<file path="config.mk">
export PLATFORM = sky130hd
export DESIGN_NAME = i2c_master_transfer_sequencer
export DESIGN_NICKNAME = d
export VERILOG_FILES = /design/src/rtl/i2cmts_pkg.sv /design/src/rtl/i2c_master_transfer_sequencer.sv
export SDC_FILE = /design/constraint.sdc
export NUM_CORES = 1
export LEC_CHECK = 0
export ABC_AREA = 1
export BUFFER_PORTS_ARGS = -buffer_cell sky130_fd_sc_hd__buf_2
export CAP_MARGIN = 20
export CORE_ASPECT_RATIO = 0.7
export CORE_MARGIN = 4
export CORE_UTILIZATION = 60
export DETAILED_ROUTE_END_ITERATION = 8
export HOLD_SLACK_MARGIN = 0.15
export PLACE_DENSITY = 0.83
export RECOVER_POWER = 100
export SETUP_SLACK_MARGIN = 0.1
export SLEW_MARGIN = 20
export SYNTH_ARGS = -nofsm -noshare
export SYNTH_HDL_FRONTEND = slang
export SYNTH_SLANG_ARGS = --single-unit
</file>
<file path="constraint.sdc">
create_clock -name clk -period 9.3 [get_ports clk]
set_input_delay 1.86 -clock clk [delete_from_list [all_inputs] [get_ports clk]]
set_output_delay 1.86 -clock clk [all_outputs]
set_load 0.02 [all_outputs]
</file>
<file path="src/rtl/i2cmts_pkg.sv">
// Shared types and constants for the I2C master transfer sequencer.
package i2cmts_pkg;

  localparam int unsigned IN_DATA_W  = 64;
  localparam int unsigned OUT_DATA_W = 32;

  // input item kinds (in_tuser)
  typedef enum logic [1:0] {
    MODE_BEGIN    = 2'd0,
    MODE_COMPLETE = 2'd1,
    MODE_TICK     = 2'd2,
    MODE_TX_BYTE  = 2'd3
  } mode_t;

  // engine commands
  localparam logic [2:0] CMD_NONE      = 3'd0;
  localparam logic [2:0] CMD_START     = 3'd1;
  localparam logic [2:0] CMD_WRITE     = 3'd2;
  localparam logic [2:0] CMD_READ_ACK  = 3'd3;
  localparam logic [2:0] CMD_READ_NACK = 3'd4;
  localparam logic [2:0] CMD_STOP      = 3'd5;

  // transaction outcomes
  localparam logic [1:0] OUT_SUCCESS    = 2'd0;
  localparam logic [1:0] OUT_TIMEOUT    = 2'd1;
  localparam logic [1:0] OUT_BUS_ERROR  = 2'd2;
  localparam logic [1:0] OUT_UNEXPECTED = 2'd3;

  // engine status codes, after masking
  localparam logic [7:0] STATUS_MASK  = 8'hF8;
  localparam logic [7:0] ST_START     = 8'h08;
  localparam logic [7:0] ST_RESTART   = 8'h10;
  localparam logic [7:0] ST_SLAW_ACK  = 8'h18;
  localparam logic [7:0] ST_DATAW_ACK = 8'h28;
  localparam logic [7:0] ST_SLAR_ACK  = 8'h40;
  localparam logic [7:0] ST_READ_ACK  = 8'h50;
  localparam logic [7:0] ST_READ_NACK = 8'h58;

  localparam logic [15:0] TIMEOUT_RESET = 16'd500;
  localparam logic [15:0] TICKS_MAX     = 16'hFFFF;

  typedef enum logic [8:0] {
    PH_IDLE         = 9'b000000001,
    PH_WAIT_START   = 9'b000000010,
    PH_WAIT_SLAW    = 9'b000000100,
    PH_WANT_TX      = 9'b000001000,
    PH_WAIT_DATA    = 9'b000010000,
    PH_WAIT_RESTART = 9'b000100000,
    PH_WAIT_SLAR    = 9'b001000000,
    PH_WAIT_RACK    = 9'b010000000,
    PH_WAIT_RNACK   = 9'b100000000
  } phase_t;

  typedef struct packed {
    logic [2:0] command;
    logic [7:0] command_byte;
    logic       need_tx_byte;
    logic       rx_valid;
    logic [7:0] rx_byte;
    logic       done_res;
    logic [1:0] outcome;
    logic [7:0] failing_status;
  } res_t;

endpackage

</file>
<file path="src/rtl/i2c_master_transfer_sequencer.sv">
// Transaction sequencer that drives a byte-level I2C engine, with output skid stage.
//
// Input stream (in_*): in_tuser gives the item kind (begin, engine completion,
// millisecond tick, transmit byte); in_tdata carries the address, counts,
// engine status, received byte and transmit byte.
// Output stream (out_*): one result at most per input item: an engine command
// with its byte, a request for the next transmit byte (out_tuser[0]), a
// received byte (out_tuser[1]), and out_tlast with the outcome on the stop
// that ends a transaction.
// cfg_wr_en/cfg_wr_data set the timeout limit in ticks; write only while idle.
// Timing: an item's result is registered at the edge that takes the item, into the
// output register, or into the skid register while that one is full and stalled.
// One item per cycle is sustained while the skid register is empty: the whole
// decision is one pass of logic from the input handshake to the output register.
// Stall: a skid register holds one extra result while out_tready is low;
// in_tready drops only while the skid register is full.
// Reset: synchronous, active low: sequencer idle, counters zero, timeout
// limit 500, output and skid registers empty.
module i2c_master_transfer_sequencer (
  input  logic        clk,
  input  logic        rst_n,
  input  logic        in_tvalid,
  output logic        in_tready,
  // target_addr[6:0], tx_count[22:7], rx_count[38:23], bus_status[46:39],
  // read_byte[54:47], tx_byte[62:55], zero [63]
  input  logic [i2cmts_pkg::IN_DATA_W-1:0]  in_tdata,
  // mode[1:0]
  input  logic [1:0]  in_tuser,
  output logic        out_tvalid,
  input  logic        out_tready,
  // command[2:0], command_byte[10:3], rx_byte[18:11], outcome[20:19],
  // failing_status[28:21], zero [31:29]
  output logic [i2cmts_pkg::OUT_DATA_W-1:0] out_tdata,
  // need_tx_byte[0], rx_valid[1]
  output logic [1:0]  out_tuser,
  // done_res
  output logic        out_tlast,
  input  logic        cfg_wr_en,
  input  logic [15:0] cfg_wr_data
);
  import i2cmts_pkg::*;

  phase_t      phase_r, phase_nxt;
  logic [6:0]  target_address_r, target_address_nxt;
  logic [15:0] writes_left_r, writes_left_nxt;
  logic [15:0] reads_left_r, reads_left_nxt;
  logic [15:0] wait_ticks_r, wait_ticks_nxt;
  logic [15:0] timeout_limit_r;

  logic        out_valid_r;
  res_t        out_res_r;
  logic        skid_valid_r;
  res_t        skid_res_r;

  logic        in_fire;
  logic        out_fire;
  logic        produce;
  res_t        res;

  mode_t       mode;
  logic [6:0]  f_address;
  logic [15:0] f_tx_count;
  logic [15:0] f_rx_count;
  logic [7:0]  f_status;
  logic [7:0]  f_read_byte;
  logic [7:0]  f_tx_byte;

  logic        waiting;
  logic [7:0]  st;
  logic [7:0]  expect_st;
  logic [15:0] ticks_inc;
  logic [15:0] writes_dec;
  logic [15:0] reads_dec;

  function automatic res_t mk_cmd(input logic [2:0] cmd, input logic [7:0] byte_val);
    res_t r;
    r = '0;
    r.command      = cmd;
    r.command_byte = byte_val;
    return r;
  endfunction

  function automatic res_t mk_stop(input logic [1:0] oc, input logic [7:0] status);
    res_t r;
    r = '0;
    r.command        = CMD_STOP;
    r.done_res       = 1'b1;
    r.outcome        = oc;
    r.failing_status = status;
    return r;
  endfunction

  assign mode        = mode_t'(in_tuser);
  assign f_address   = in_tdata[6:0];
  assign f_tx_count  = in_tdata[22:7];
  assign f_rx_count  = in_tdata[38:23];
  assign f_status    = in_tdata[46:39];
  assign f_read_byte = in_tdata[54:47];
  assign f_tx_byte   = in_tdata[62:55];

  assign in_tready = !skid_valid_r;
  assign in_fire   = in_tvalid && in_tready;
  assign out_fire  = out_valid_r && out_tready;

  assign waiting    = (phase_r != PH_IDLE) && (phase_r != PH_WANT_TX);
  assign st         = f_status & STATUS_MASK;
  assign ticks_inc  = (wait_ticks_r == TICKS_MAX) ? wait_ticks_r : wait_ticks_r + 16'd1;
  assign writes_dec = writes_left_r - 16'd1;
  assign reads_dec  = (reads_left_r != 16'd0) ? reads_left_r - 16'd1 : reads_left_r;

  always_comb begin
    unique case (phase_r)
      PH_WAIT_START:   expect_st = ST_START;
      PH_WAIT_SLAW:    expect_st = ST_SLAW_ACK;
      PH_WAIT_DATA:    expect_st = ST_DATAW_ACK;
      PH_WAIT_RESTART: expect_st = ST_RESTART;
      PH_WAIT_SLAR:    expect_st = ST_SLAR_ACK;
      PH_WAIT_RACK:    expect_st = ST_READ_ACK;
      default:         expect_st = ST_READ_NACK;
    endcase
  end

  always_comb begin
    phase_nxt          = phase_r;
    target_address_nxt = target_address_r;
    writes_left_nxt    = writes_left_r;
    reads_left_nxt     = reads_left_r;
    wait_ticks_nxt     = wait_ticks_r;
    produce            = 1'b0;
    res                = '0;

    if (in_fire) begin
      unique case (mode)
        MODE_BEGIN: begin
          if (phase_r == PH_IDLE) begin
            target_address_nxt = f_address;
            writes_left_nxt    = f_tx_count;
            reads_left_nxt     = f_rx_count;
            wait_ticks_nxt     = 16'd0;
            phase_nxt          = PH_WAIT_START;
            res                = mk_cmd(CMD_START, 8'd0);
            produce            = 1'b1;
          end
        end
        MODE_TICK: begin
          if (waiting) begin
            wait_ticks_nxt = ticks_inc;
            if (ticks_inc >= timeout_limit_r) begin
              res            = mk_stop(OUT_TIMEOUT, 8'd0);
              phase_nxt      = PH_IDLE;
              wait_ticks_nxt = 16'd0;
              produce        = 1'b1;
            end
          end
        end
        MODE_TX_BYTE: begin
          if (phase_r == PH_WANT_TX) begin
            res            = mk_cmd(CMD_WRITE, f_tx_byte);
            phase_nxt      = PH_WAIT_DATA;
            wait_ticks_nxt = 16'd0;
            produce        = 1'b1;
          end
        end
        default: begin
          if (waiting) begin
            produce        = 1'b1;
            wait_ticks_nxt = 16'd0;
            if (st == 8'd0) begin
              res       = mk_stop(OUT_BUS_ERROR, 8'd0);
              phase_nxt = PH_IDLE;
            end else if (st != expect_st) begin
              res       = mk_stop(OUT_UNEXPECTED, st);
              phase_nxt = PH_IDLE;
            end else begin
              unique case (phase_r)
                PH_WAIT_START: begin
                  if (writes_left_r != 16'd0) begin
                    res       = mk_cmd(CMD_WRITE, {target_address_r, 1'b0});
                    phase_nxt = PH_WAIT_SLAW;
                  end else if (reads_left_r != 16'd0) begin
                    res       = mk_cmd(CMD_WRITE, {target_address_r, 1'b1});
                    phase_nxt = PH_WAIT_SLAR;
                  end else begin
                    res       = mk_stop(OUT_SUCCESS, 8'd0);
                    phase_nxt = PH_IDLE;
                  end
                end
                PH_WAIT_SLAW: begin
                  res.need_tx_byte = 1'b1;
                  phase_nxt        = PH_WANT_TX;
                end
                PH_WAIT_DATA: begin
                  writes_left_nxt = writes_dec;
                  if (writes_dec != 16'd0) begin
                    res.need_tx_byte = 1'b1;
                    phase_nxt        = PH_WANT_TX;
                  end else if (reads_left_r != 16'd0) begin
                    // at least one byte went out here, so a repeated start follows
                    res       = mk_cmd(CMD_START, 8'd0);
                    phase_nxt = PH_WAIT_RESTART;
                  end else begin
                    res       = mk_stop(OUT_SUCCESS, 8'd0);
                    phase_nxt = PH_IDLE;
                  end
                end
                PH_WAIT_RESTART: begin
                  res       = mk_cmd(CMD_WRITE, {target_address_r, 1'b1});
                  phase_nxt = PH_WAIT_SLAR;
                end
                PH_WAIT_SLAR: begin
                  if (reads_left_r > 16'd1) begin
                    res       = mk_cmd(CMD_READ_ACK, 8'd0);
                    phase_nxt = PH_WAIT_RACK;
                  end else begin
                    res       = mk_cmd(CMD_READ_NACK, 8'd0);
                    phase_nxt = PH_WAIT_RNACK;
                  end
                end
                PH_WAIT_RACK: begin
                  reads_left_nxt = reads_dec;
                  if (reads_dec > 16'd1) begin
                    res       = mk_cmd(CMD_READ_ACK, 8'd0);
                    phase_nxt = PH_WAIT_RACK;
                  end else begin
                    res       = mk_cmd(CMD_READ_NACK, 8'd0);
                    phase_nxt = PH_WAIT_RNACK;
                  end
                  res.rx_valid = 1'b1;
                  res.rx_byte  = f_read_byte;
                end
                default: begin
                  reads_left_nxt = 16'd0;
                  res            = mk_stop(OUT_SUCCESS, 8'd0);
                  res.rx_valid   = 1'b1;
                  res.rx_byte    = f_read_byte;
                  phase_nxt      = PH_IDLE;
                end
              endcase
            end
          end
        end
      endcase
    end
  end

  // control state
  always_ff @(posedge clk) begin
    if (!rst_n) begin
      phase_r          <= PH_IDLE;
      target_address_r <= '0;
      writes_left_r    <= '0;
      reads_left_r     <= '0;
      wait_ticks_r     <= '0;
      timeout_limit_r  <= TIMEOUT_RESET;
      out_valid_r      <= 1'b0;
      skid_valid_r     <= 1'b0;
    end else begin
      phase_r          <= phase_nxt;
      target_address_r <= target_address_nxt;
      writes_left_r    <= writes_left_nxt;
      reads_left_r     <= reads_left_nxt;
      wait_ticks_r     <= wait_ticks_nxt;
      if (cfg_wr_en) begin
        timeout_limit_r <= cfg_wr_data;
      end
      if (skid_valid_r) begin
        // drain the skid register first; no input is taken meanwhile
        if (out_fire) begin
          skid_valid_r <= 1'b0;
        end
      end else if (produce) begin
        if (!out_valid_r || out_fire) begin
          out_valid_r <= 1'b1;
        end else begin
          skid_valid_r <= 1'b1;
        end
      end else if (out_fire) begin
        out_valid_r <= 1'b0;
      end
    end
  end

  // result payload
  always_ff @(posedge clk) begin
    if (skid_valid_r) begin
      if (out_fire) begin
        out_res_r <= skid_res_r;
      end
    end else if (produce) begin
      if (!out_valid_r || out_fire) begin
        out_res_r <= res;
      end else begin
        skid_res_r <= res;
      end
    end
  end

  assign out_tvalid = out_valid_r;
  assign out_tdata  = {3'd0, out_res_r.failing_status, out_res_r.outcome,
                       out_res_r.rx_byte, out_res_r.command_byte, out_res_r.command};
  assign out_tuser  = {out_res_r.rx_valid, out_res_r.need_tx_byte};
  assign out_tlast  = out_res_r.done_res;

`ifndef SYNTHESIS
  a_skid_implies_out: assert property (@(posedge clk) disable iff (!rst_n)
    skid_valid_r |-> out_valid_r)
    else $error("skid register full while output register empty");

  a_last_is_stop: assert property (@(posedge clk) disable iff (!rst_n)
    out_valid_r && out_res_r.done_res |-> out_res_r.command == CMD_STOP)
    else $error("end of transaction without stop command");

  a_need_tx_no_cmd: assert property (@(posedge clk) disable iff (!rst_n)
    out_valid_r && out_res_r.need_tx_byte |-> out_res_r.command == CMD_NONE)
    else $error("transmit byte request carries an engine command");

  a_idle_ticks_clear: assert property (@(posedge clk) disable iff (!rst_n)
    phase_r == PH_IDLE |-> wait_ticks_r == 16'd0)
    else $error("tick count left over in idle");

  a_stall_no_accept: assert property (@(posedge clk) disable iff (!rst_n)
    skid_valid_r |-> !in_tready)
    else $error("input taken while skid register full");
`endif

endmodule
</file>
==> results.yml, run 1 <==
logic_synthesis:
  synth-main-ff-cell: "dfxtp_1"
  ys_ff_latch: 140
  yosysSeqAreaShare: 0.4056
  synth_warnings: 0
  count_of_flip_flops_with_a_built_in_enable_after_synthesis: 58
  syn-instance-count: 1220
  synthesis.area_mm2: 0.008342
  synthesis.area_per_instance_um2: 6.838
  asyncSetResetFlopFracSynth: 0
  ys_types: 42
critical_path:
  crit_required_ps: 9610
  reg2regPathDepth: 18
  crit_path_cell_trace: "clkbuf_1 > nor2_2 > clkbuf_1 > clkinv_1 > o21ai_0 > nor2_1 > nand2_1 > inv_1 > nand2_1 > nand2_1 > a211oi_1"
  critPathArrivalTime_ps: 7080
  path_depth: 11
  timing.critical_path.slowest_cell_delay_ps: 1090
  path_max_fanout: 38
  cp_common_cell: "nand2_1"
  critPathLaunchType: "primary input"
  path_delay_family: "buffers and inverters"
  slowest_stage: "clkbuf_1"
  critPathKind: "in2reg"
  timing.critical_path.buf_inv: 4
  cp-end-kind: "flip-flop"
route:
  vias_per_cell: 5.312
  highest_signal_layer: "met4"
  detailroute.via_count: 8059
  drc_errors: 0
  met3RoutedLength_um: 2050
  met1_length_um: 9488
  wl_met2_um: 8818
  route.final.wire_length_um: 20530
  first_pass_iters: 6
  antenna_violating_nets_post_route: 0
  drt-initial-drc-count: 790
  post_drt_wl_per_cell_um: 13.53
timing:
  finalHoldViolations: 0
  rsz0062_at_grt: "false"
  final-setup-viol-count: 0
  fin_skew_ps: 14.86
  timing.final.max_slew_violations: 58
  worstMarginPinSlew_ps: 2679
  setup_ws_ps: 2534
  finalCriticalPeriod_ps: 6766
  max_clock_freq_ghz: 0.1478
  fin_crit_sh: 0.7275
  maxSlewHeadroom: -0.7863
  final.setup.tns_ps: 0
floorplanning:
  fp.dieH_um: 106.7
  core-area_mm2: 0.01340
  fp.dieW_um: 148.9
  std_cell_rows: 35
  initial_utilization: 0.6225
  dieArea_mm2: 0.01588
  ioPinCount: 124
worst_hold_path:
  holdPathStages: 2
  holdCritPathClass: "reg2reg"
finish:
  fin_cells: 1517
  commonest_non_fill_non_tap_cells_in_the_layout: "nand2_1, nor2_1, inv_1, o21ai_0, dfxtp_1"
  layout.nets: 1429
  post_route_cells_drive_above_1_share: 0.1036
  most_common_library_cell_in_the_layout_ignoring_fill_and_taps: "nand2_1"
  syn_to_final_growth_pct: 13.53
  nFillCells: 1132
  insertedDiodeCount: 0
placement:
  place_ws_ps: 3708
  detailed_placer_s_ending_hpwl_um: 14700
  final_estimated_routing_congestion_in_global_placement: 0.9830
  portBuffers: 113
  placed_cells_incl_taps: 1485
pwr:
  leakagePower_nw: 4.592
  power.net_switching_mw: 0.5481
  power.sequential.fraction: 0.409
  p_per_area_mw_per_mm2: 177.9
  power_frac_clock: 0.404
  swShare: 0.3253
  vdd_ir_drop_max_mv: 0.1374
  comb_power_share: 0.186
  internal_power_mw: 1.137
clock_tree:
  clkLatencyLatePin_ps: 420
  htreeDepth: 4
  numCtsBuffers: 17
  clockRootBuffer: "clkbuf_16"
  tritoncts: "built"
  tritoncts_num_sinks: 140
  cts.repair.resized: 0
  post_cts_hold_buffer_count: 0
  cts.clk_slew.worst_paths_ps: 70
  cts-root-to-sink-buffers: 2
  number_of_buffers_inserted_to_repair_setup_after_cts: 0
global_route:
  antenna_violations_before_repair: 0
  largest_net_degree_at_the_start_of_global_routing: 58
  first_global_vias: 6877
  first_pass_grt_wire_length_um: 33020
  globalRouteTotalUtil: 0.2542
  globalRoute.totalOverflow: 0
job:
  drv.max_cap_violation_count: 2
outcome:
  run_status: "finished with violations"
  violations: "max-capacitance violations, max-slew violations"
[metal layers]
| layer | up-vias | global-route usage |
|---|---|---|
| met3 | 19 | 0.04689 |
| li1 | 4094 | - |
| met5 | - | 0 |
| met2 | 367 | 0.3824 |
| met1 | 3579 | 0.3847 |
| met4 | 0 | 0.05095 |
[power groups by stage]
stage	clock network (mW)	registers, mW	logic, mW
2_1_floorplan	0	0.716	0.217
3_3_place_gp	0	0.702	0.304
3_5_place_dp	0	0.702	0.311
4_1_cts	0.687	0.689	0.314
5_1_grt	0.713	0.693	0.354
6_report	0.681	0.690	0.314
[worst reg2reg max path, cell delays in order, from the launching register on]
cell,delay (ps)
dfxtp_1,410
ha_1,220
nand2_1,80
nor2_1,130
nand2_1,140
nor3_1,210
nand3_1,250
nand2_1,140
xor2_1,230
inv_1,70
ha_1,310
a21oi_1,140
o21ai_0,90
o21bai_1,180
nand2_1,90
nand4_1,80
nand2_1,200
nand2_1,510
a211oi_1,490
[per-stage QoR]
step	utilization	hold WS [ps]	instance area, um2	power [mW]
after floorplan	-	423.7	8361	0.9328
after global placement	0.6692	433.4	8967	1.006
after detailed placement	0.6692	438.5	8967	1.013
after CTS	0.7139	449.0	9567	1.690
after global routing	0.7067	456.7	9470	1.760
final	0.7067	448.8	9470	1.685
[logic make-up (layout without fill, tap and decap cells)]
logic type,count (synthesis),in the layout,share of synthesized area
adders and majority gates,23,23,0.03450
and+or+nand+nor,672,672,0.3373
other,1,6,0.0004495
AOI/OAI and AO/OA,167,167,0.1077
xor gates and xnor gates,14,14,0.01470
buffers and inverters,203,310,0.09975
DFF,140,140,0.4056
[cell usage after synthesis, types with 5 or more instances]
cell type	count	area (um2)
xor2_1	12	105.1
nand3_1	62	310.3
dfxtp_1	82	1642
a21oi_1	44	220.2
nor2_1	208	780.8
ha_1	23	287.8
a211oi_1	14	105.1
nand4_1	17	106.4
o21ai_0	93	465.5
edfxtp_1	58	1742
inv_2	5	18.77
buf_4	6	45.04
clkbuf_1	21	78.83
inv_1	155	581.8
buf_2	8	40.04
buf_6	5	56.30
nor3_1	16	80.08
nand2_1	339	1272
nor2_2	8	50.05
[worst paths after layout]
check	startpoint	to	slack, ps
min	target_address_r[2]	target_address_r[2]	450
min reg2reg	target_address_r[2]	target_address_r[2]	450
max	in_tuser[0]	wait_ticks_r[10]	2530
max reg2reg	wait_ticks_r[0]	wait_ticks_r[10]	5220
[registers in the layout, summed over array words and instances, names as in the netlist]
register,count
skid_valid_r,1
wait_ticks_r,16
out_tuser,2
writes_left_r,16
skid_res_r,29
timeout_limit_r,16
out_tvalid,1
out_tdata,26
reads_left_r,16
out_tlast,1
target_address_r,7
phase_r,9
[layout make-up]
| cell class | instances | area [um2] | share of cell area |
|---|---|---|---|
| clock buffers | 17 | 425.4 | 0.04492 |
| repair buffers | 117 | 550.5 | 0.05813 |
| clock inverters | 15 | 173.9 | 0.01836 |
| inverters | 161 | 604.3 | 0.06381 |
| flip-flops and latches | 140 | 3383 | 0.3572 |
| well taps | 185 | 231.5 | 0.02444 |
| multi-input cells | 882 | 4101 | 0.4331 |
No activity file was read; power rests on OpenSTA's default activity.
==> run 2, diff against run 1 <==
ABC_AREA = 0   (was 1)
CORE_UTILIZATION = 57   (was 60)
PLACE_DENSITY = 0.8   (was 0.83)
clock period = 6.6 ns   (was 9.3 ns; I/O delays follow)
==> run 2 against run 1 <==
Compared with the run above:
- largest power group unchanged
- die area decreased by 0.25%
- highest routed layer unchanged
- register-to-register slack got worse by 4200 ps
- routed wire length decreased by 8.0%
- clock power increased by 32%
- critical path type is now reg2reg
- first-iteration DRC count decreased by 34%
- synthesized cell count decreased by 26%
- setup slack got worse by 1500 ps
- power increased by 26%
- final area decreased by 5.5%
- the run still ends with max-capacitance violations, max-slew violations left
- hold slack improved by 23 ps
- clock-buffer cell count unchanged
==> results.yml, run 2 <==
outcome:
  run_status: "finished with violations"
  violations: "max-capacitance violations, max-slew violations"
floorplanning:
  fp.dieW_um: 148.7
  fp.dieH_um: 106.5
  core-area_mm2: 0.01336
  ioPinCount: 124
  initial_utilization: 0.5918
  dieArea_mm2: 0.01584
  std_cell_rows: 35
clock_tree:
  htreeDepth: 4
  tritoncts_num_sinks: 140
  numCtsBuffers: 17
  cts.clk_slew.worst_paths_ps: 60
  tritoncts: "built"
  number_of_buffers_inserted_to_repair_setup_after_cts: 0
  clkLatencyLatePin_ps: 420
  cts.repair.resized: 0
  cts-root-to-sink-buffers: 2
  clockRootBuffer: "clkbuf_16"
  post_cts_hold_buffer_count: 0
critical_path:
  cp-end-kind: "flip-flop"
  timing.critical_path.slowest_cell_delay_ps: 820
  cp_common_cell: "a21o_1"
  slowest_stage: "o31ai_1"
  crit_required_ps: 6610
  crit_path_cell_trace: "nand4_1 > nor4_1 > nand3_1 > and2_0 > nand2_1 > xnor2_1 > ha_1 > a21o_1 > a21o_1 > a211oi_1 > o2bb2ai_1 > o31ai_1 > inv_1 > and2_1 > clkbuf_2"
  critPathArrivalTime_ps: 5600
  path_max_fanout: 29
  critPathKind: "reg2reg"
  critPathLaunchType: "flip-flop"
  path_delay_family: "simple AND/OR/NAND/NOR gates"
  timing.critical_path.buf_inv: 2
logic_synthesis:
  synth_top_cell_by_area: "edfxtp_1"
  synthesis.area_per_instance_um2: 8.811
  ys_ff_latch: 140
  yosys.cell_count.top_type: "nand2_1"
  synth-compound-area-share: 0.1933
  count_of_flip_flops_with_a_built_in_enable_after_synthesis: 58
  synth_xor_area_frac: 0.04322
  asyncSetResetFlopFracSynth: 0
  yosys-mux-area-fraction: 0.02216
  yosysSeqAreaShare: 0.4281
  ys_types: 74
  synth_top_cells_by_count: "nand2_1, nor2_1, dfxtp_1"
  netlist.area_leader.share: 0.2204
  synth_warnings: 0
  synth_simple_gate_area_share: 0.2264
  synth-main-ff-cell: "dfxtp_1"
  synth.area.top_cells: "edfxtp_1, dfxtp_1, nand2_1, nor2_1, ha_1"
  dominant_combinational_cell_family_by_area_after_synthesis: "simple AND/OR/NAND/NOR gates"
  yosys.area_share.adder: 0.03641
  syn-instance-count: 897
  synthesis.area_mm2: 0.007904
finish:
  largest_register_ffs: 29
  layout.nets: 1089
  finalInstanceArea_mm2: 0.008951
  most_common_library_cell_in_the_layout_ignoring_fill_and_taps: "nand2_1"
  post_route_cells_drive_above_1_share: 0.1310
  insertedDiodeCount: 0
  syn_to_final_growth_pct: 13.25
  registers.top_by_ff_count: "skid_res_r"
  commonest_non_fill_non_tap_cells_in_the_layout: "nand2_1, nor2_1, dfxtp_1, buf_2, edfxtp_1"
global_route:
  grtUsageMet2: 0.3316
  largest_net_degree_at_the_start_of_global_routing: 54
  gr-max-usage-layer: "met1"
  globalRoute.totalOverflow: 0
  first_global_vias: 6081
  first_pass_grt_wire_length_um: 30730
  use_met3: 0.05283
  met1_usage: 0.3671
  globalRouteTotalUtil: 0.2367
  antenna_violations_before_repair: 0
timing:
  finalCriticalPeriod_ps: 5583
  rsz0062_at_grt: "false"
  final-setup-viol-count: 0
  final.setup.tns_ps: 0
  maxSlewHeadroom: -0.1665
  finalHoldViolations: 0
  max_clock_freq_ghz: 0.1791
  timing.final.max_slew_violations: 45
  fin_skew_ps: 10.60
  fin_crit_sh: 0.8459
  worstMarginPinSlew_ps: 1734
route:
  antenna_violating_nets_post_route: 0
  post_drt_wl_per_cell_um: 16.04
  first_pass_iters: 5
  route.final.wire_length_um: 18880
  drt-initial-drc-count: 518
  drc_errors: 0
  detailroute.via_count: 6838
  vias_per_cell: 5.810
pwr:
  p_per_area_mw_per_mm2: 237.9
  leakagePower_nw: 3.630
  vdd_ir_drop_max_mv: 0.1797
  post-layout-total-power_mw: 2.129
placement:
  dpl_cell_area_mm2: 0.008488
  detailed_placer_s_ending_hpwl_um: 13400
  portBuffers: 113
  final_estimated_routing_congestion_in_global_placement: 0.9607
job:
  drv.max_cap_violation_count: 2
worst_hold_path:
  holdCritPathClass: "reg2reg"
-- run 2: cell types whose count changed after synthesis, sizes merged, moves of 13 or more --
cell / change
nor2: -120
a21o: +22
o211ai: +13
o21ai: -66
xnor2: +22
nand3: -45
inv: -126
nand2: -237
clkbuf: +19
mux2i: +13
and2: +24
-- run 2: cell families after synthesis --
| family | count (synthesis) |
|---|---|
| other | 1 |
| AO/OA/AOI/OAI | 222 |
| multiplexers | 17 |
| flip-flops | 140 |
| AND/OR/NAND/NOR | 362 |
| adder cells (fa/ha/maj) | 23 |
| XOR/XNOR | 39 |
| buffers and inverters | 93 |
-- run 2: layer usage --
layer  part of all wire  vias up
li1                   -     3395
met4             0.0088        0
met3              0.082       19
met1               0.49     3161
met2               0.42      263
met5                  0        -
-- run 2: power by group --
group          internal, mW  total (mW)  switching, mW
clock                 0.494       0.898          0.404
sequential            0.920       0.943         0.0230
combinational         0.110       0.288          0.178
-- run 2: per-stage QoR --
stage          hold WS, ps  setup slack (ps)  std cells  utilization
4_1_cts              475.7              1360       1177       0.6770
6_report             472.1              1017       1177       0.6702
3_3_place_gp         455.9              1584       1145       0.6355
2_1_floorplan        443.4              1615        902            -
5_1_grt              495.1             451.5       1177       0.6702
3_5_place_dp         465.1              1449       1145       0.6355
-- run 2: path summary, 6_finish.rpt --
path,depth (start not counted),slack [ps],endpoint,from
setup / recovery,15,1020,skid_res_r[20],wait_ticks_r[4]
setup reg to reg,15,1020,skid_res_r[20],wait_ticks_r[4]
hold reg to reg,2,470,target_address_r[6],target_address_r[6]
hold / removal,2,470,target_address_r[6],target_address_r[6]
-- run 2: final cells by class --
type | instances | area [um2]
clock inverter | 15 | 128.9
clock buffer | 17 | 425.4
sequential | 140 | 3383
inverter | 34 | 127.6
multi-input combinational | 669 | 4108
tap | 185 | 231.5
fill | 1127 | 4405
timing repair buffer | 117 | 546.8
-- run 2: worst reg2reg max path, cell delays in order, from the launching register on --
cell and delay (ps):
dfxtp_1 460, nand4_1 280, nor4_1 590, nand3_1 420, and2_0 390, nand2_1 150, xnor2_1 130, ha_1 270
a21o_1 180, a21o_1 170, a211oi_1 280, o2bb2ai_1 150, o31ai_1 820, inv_1 220, and2_1 220, clkbuf_2 440
==> run 3, diff against run 2 <==
CORE_UTILIZATION = 52   (was 57)
PLACE_DENSITY = 0.77   (was 0.8)
clock period = 4.5 ns   (was 6.6 ns; I/O delays follow)
==> run 3 against run 2 <==
Compared with the run above:
- critical path depth stayed put
- clock skew is 3.4 ps higher
- the run still ends with max-capacitance violations, max-slew violations left
- sequential power is 46% higher
- maximum frequency is 39% higher
- largest power group is now clock
- sequential share of layout area is 0.58 points lower
- routed wire length is 3.9% higher
==> results.yml, run 3 (same netlist as run 2, synthesis figures left out) <==
pwr:
  leakagePower_nw: 3.675
  swShare: 0.2961
  p_per_area_mw_per_mm2: 354.0
  internal_power_mw: 2.265
  power.net_switching_mw: 0.9527
  power_frac_clock: 0.434
  comb_power_share: 0.136
  power.sequential.fraction: 0.429
  vdd_ir_drop_max_mv: 0.2656
critical_path:
  critPathKind: "reg2reg"
  crit_path_cell_trace: "nand4_1 > nor4_2 > nand3_1 > and2_0 > nand2_1 > xnor2_1 > ha_1 > a21o_1 > a21o_1 > a211oi_1 > o2bb2ai_1 > o21ai_0 > o21a_1 > a211oi_1 > a21o_1"
  path_max_fanout: 6
  slowest_stage: "dfxtp_1"
  critPathLaunchType: "flip-flop"
  crit_required_ps: 4680
  cp-end-kind: "flip-flop"
  critPathArrivalTime_ps: 4200
  timing.critical_path.slowest_cell_delay_ps: 460
  cp_common_cell: "a21o_1"
route:
  route.final.wire_length_um: 19620
  vias_per_cell: 5.837
  antenna_violating_nets_post_route: 0
  detailroute.via_count: 6963
  post_drt_wl_per_cell_um: 16.45
  first_pass_iters: 7
  drt-initial-drc-count: 603
  drc_errors: 0
timing:
  final-setup-viol-count: 0
  hold_ws_ps: 472.5
  maxSlewHeadroom: -0.01622
  timing.final.max_slew_violations: 34
  fin_crit_sh: 0.8934
  fin_skew_ps: 13.97
  setup_ws_ps: 479.7
  max_clock_freq_ghz: 0.2487
  finalHoldViolations: 0
  rsz0062_at_grt: "false"
  finalCriticalPeriod_ps: 4020
  final.setup.tns_ps: 0
  worstMarginPinSlew_ps: 1524
clock_tree:
  cts.clk_slew.worst_paths_ps: 70
  tritoncts: "built"
  cts-root-to-sink-buffers: 2
  clkLatencyLatePin_ps: 430
  numCtsBuffers: 17
  clockRootBuffer: "clkbuf_16"
  htreeDepth: 4
  tritoncts_num_sinks: 140
finish:
  registers.top_by_ff_count: "skid_res_r"
  commonest_non_fill_non_tap_cells_in_the_layout: "nand2_1, nor2_1, dfxtp_1, buf_2, edfxtp_1"
  syn_to_final_growth_pct: 15.01
  fin_cells: 1193
  final_core_utilization: 0.6136
  nFillCells: 1320
  post_route_cells_drive_above_1_share: 0.1393
  largest_register_ffs: 29
  layout.nets: 1095
  multi_input_comb_area_mm2: 0.004139
  most_common_library_cell_in_the_layout_ignoring_fill_and_taps: "nand2_1"
  layout.area.seq_mm2: 0.003383
  insertedDiodeCount: 0
worst_hold_path:
  holdCritPathClass: "reg2reg"
floorplanning:
  dieArea_mm2: 0.01727
  initial_utilization: 0.5335
  ioPinCount: 124
  fp.dieH_um: 111.2
  std_cell_rows: 37
  fp.dieW_um: 155.4
  core-area_mm2: 0.01481
placement:
  place_ws_ps: 468.9
  placed_cells_incl_taps: 1161
  final_estimated_routing_congestion_in_global_placement: 0.9761
  detailed_placer_s_ending_hpwl_um: 13740
  portBuffers: 113
global_route:
  globalRoute.totalOverflow: 0
  antenna_violations_before_repair: 0
  first_global_vias: 6254
  first_pass_grt_wire_length_um: 31490
  globalRouteTotalUtil: 0.2206
  largest_net_degree_at_the_start_of_global_routing: 54
outcome:
  run_status: "finished with violations"
  violations: "max-capacitance violations, max-slew violations"
job:
  drv.max_cap_violation_count: 1
## run 3: power by group through the flow
stage / clock [mW] / sequential, mW / combinational (mW)
finish: 1.40 / 1.38 / 0.438
floorplan: 0 / 1.40 / 0.311
CTS: 1.41 / 1.38 / 0.435
global placement: 0 / 1.41 / 0.424
global route: 1.47 / 1.39 / 0.486
detailed placement: 0 / 1.41 / 0.430
## run 3: stage by stage
step                      power, mW  cell area [um2]
after CTS                     3.226             9158
after floorplan               1.714             7933
final                         3.218             9090
after global routing          3.346             9090
after global placement        1.832             8564
after detailed placement      1.839             8564
## run 3: per-layer routing
| metal | share of wire | wire length [um] | vias up | track usage |
|---|---|---|---|---|
| met5 | 0 | 0 | - | 0 |
| met4 | 0.013 | 248 | 0 | 0.06414 |
| met3 | 0.086 | 1695 | 30 | 0.04058 |
| met2 | 0.41 | 8102 | 320 | 0.3058 |
| met1 | 0.49 | 9575 | 3201 | 0.3458 |
| li1 | - | - | 3412 | - |
## run 3: repair_timing
action	CTS	global route
setup buffers	0	0
setup endpoints to repair	0	46
gates resized for setup	0	3
hold buffers	0	0
## run 3: layout make-up
cell class                 count  area share
multi-input combinational    669      0.4553
sequential                   140      0.3722
clock buffer                  17     0.04680
clock inverter                15     0.01844
timing repair buffer         123     0.06635
tap                          195     0.02684
inverter                      34     0.01404
## run 3: path summary, 6_finish.rpt
check	endpoint	slack, ps	from	depth (start not counted)
worst max-delay path	out_tdata[0]	480	wait_ticks_r[4]	15
worst min-delay path	target_address_r[4]	470	target_address_r[4]	2
worst min register to register	target_address_r[4]	470	target_address_r[4]	2
worst max register to register	out_tdata[0]	480	wait_ticks_r[4]	15
## run 3: worst max-delay path: cells and delay by family (launching register included)
family	cells	cell delay (ps)
AO/OA/AOI/OAI	8	1700
AND/OR/NAND/NOR	5	1250
flip-flops	1	460
XOR/XNOR	1	120
adder cells (fa/ha/maj)	1	260
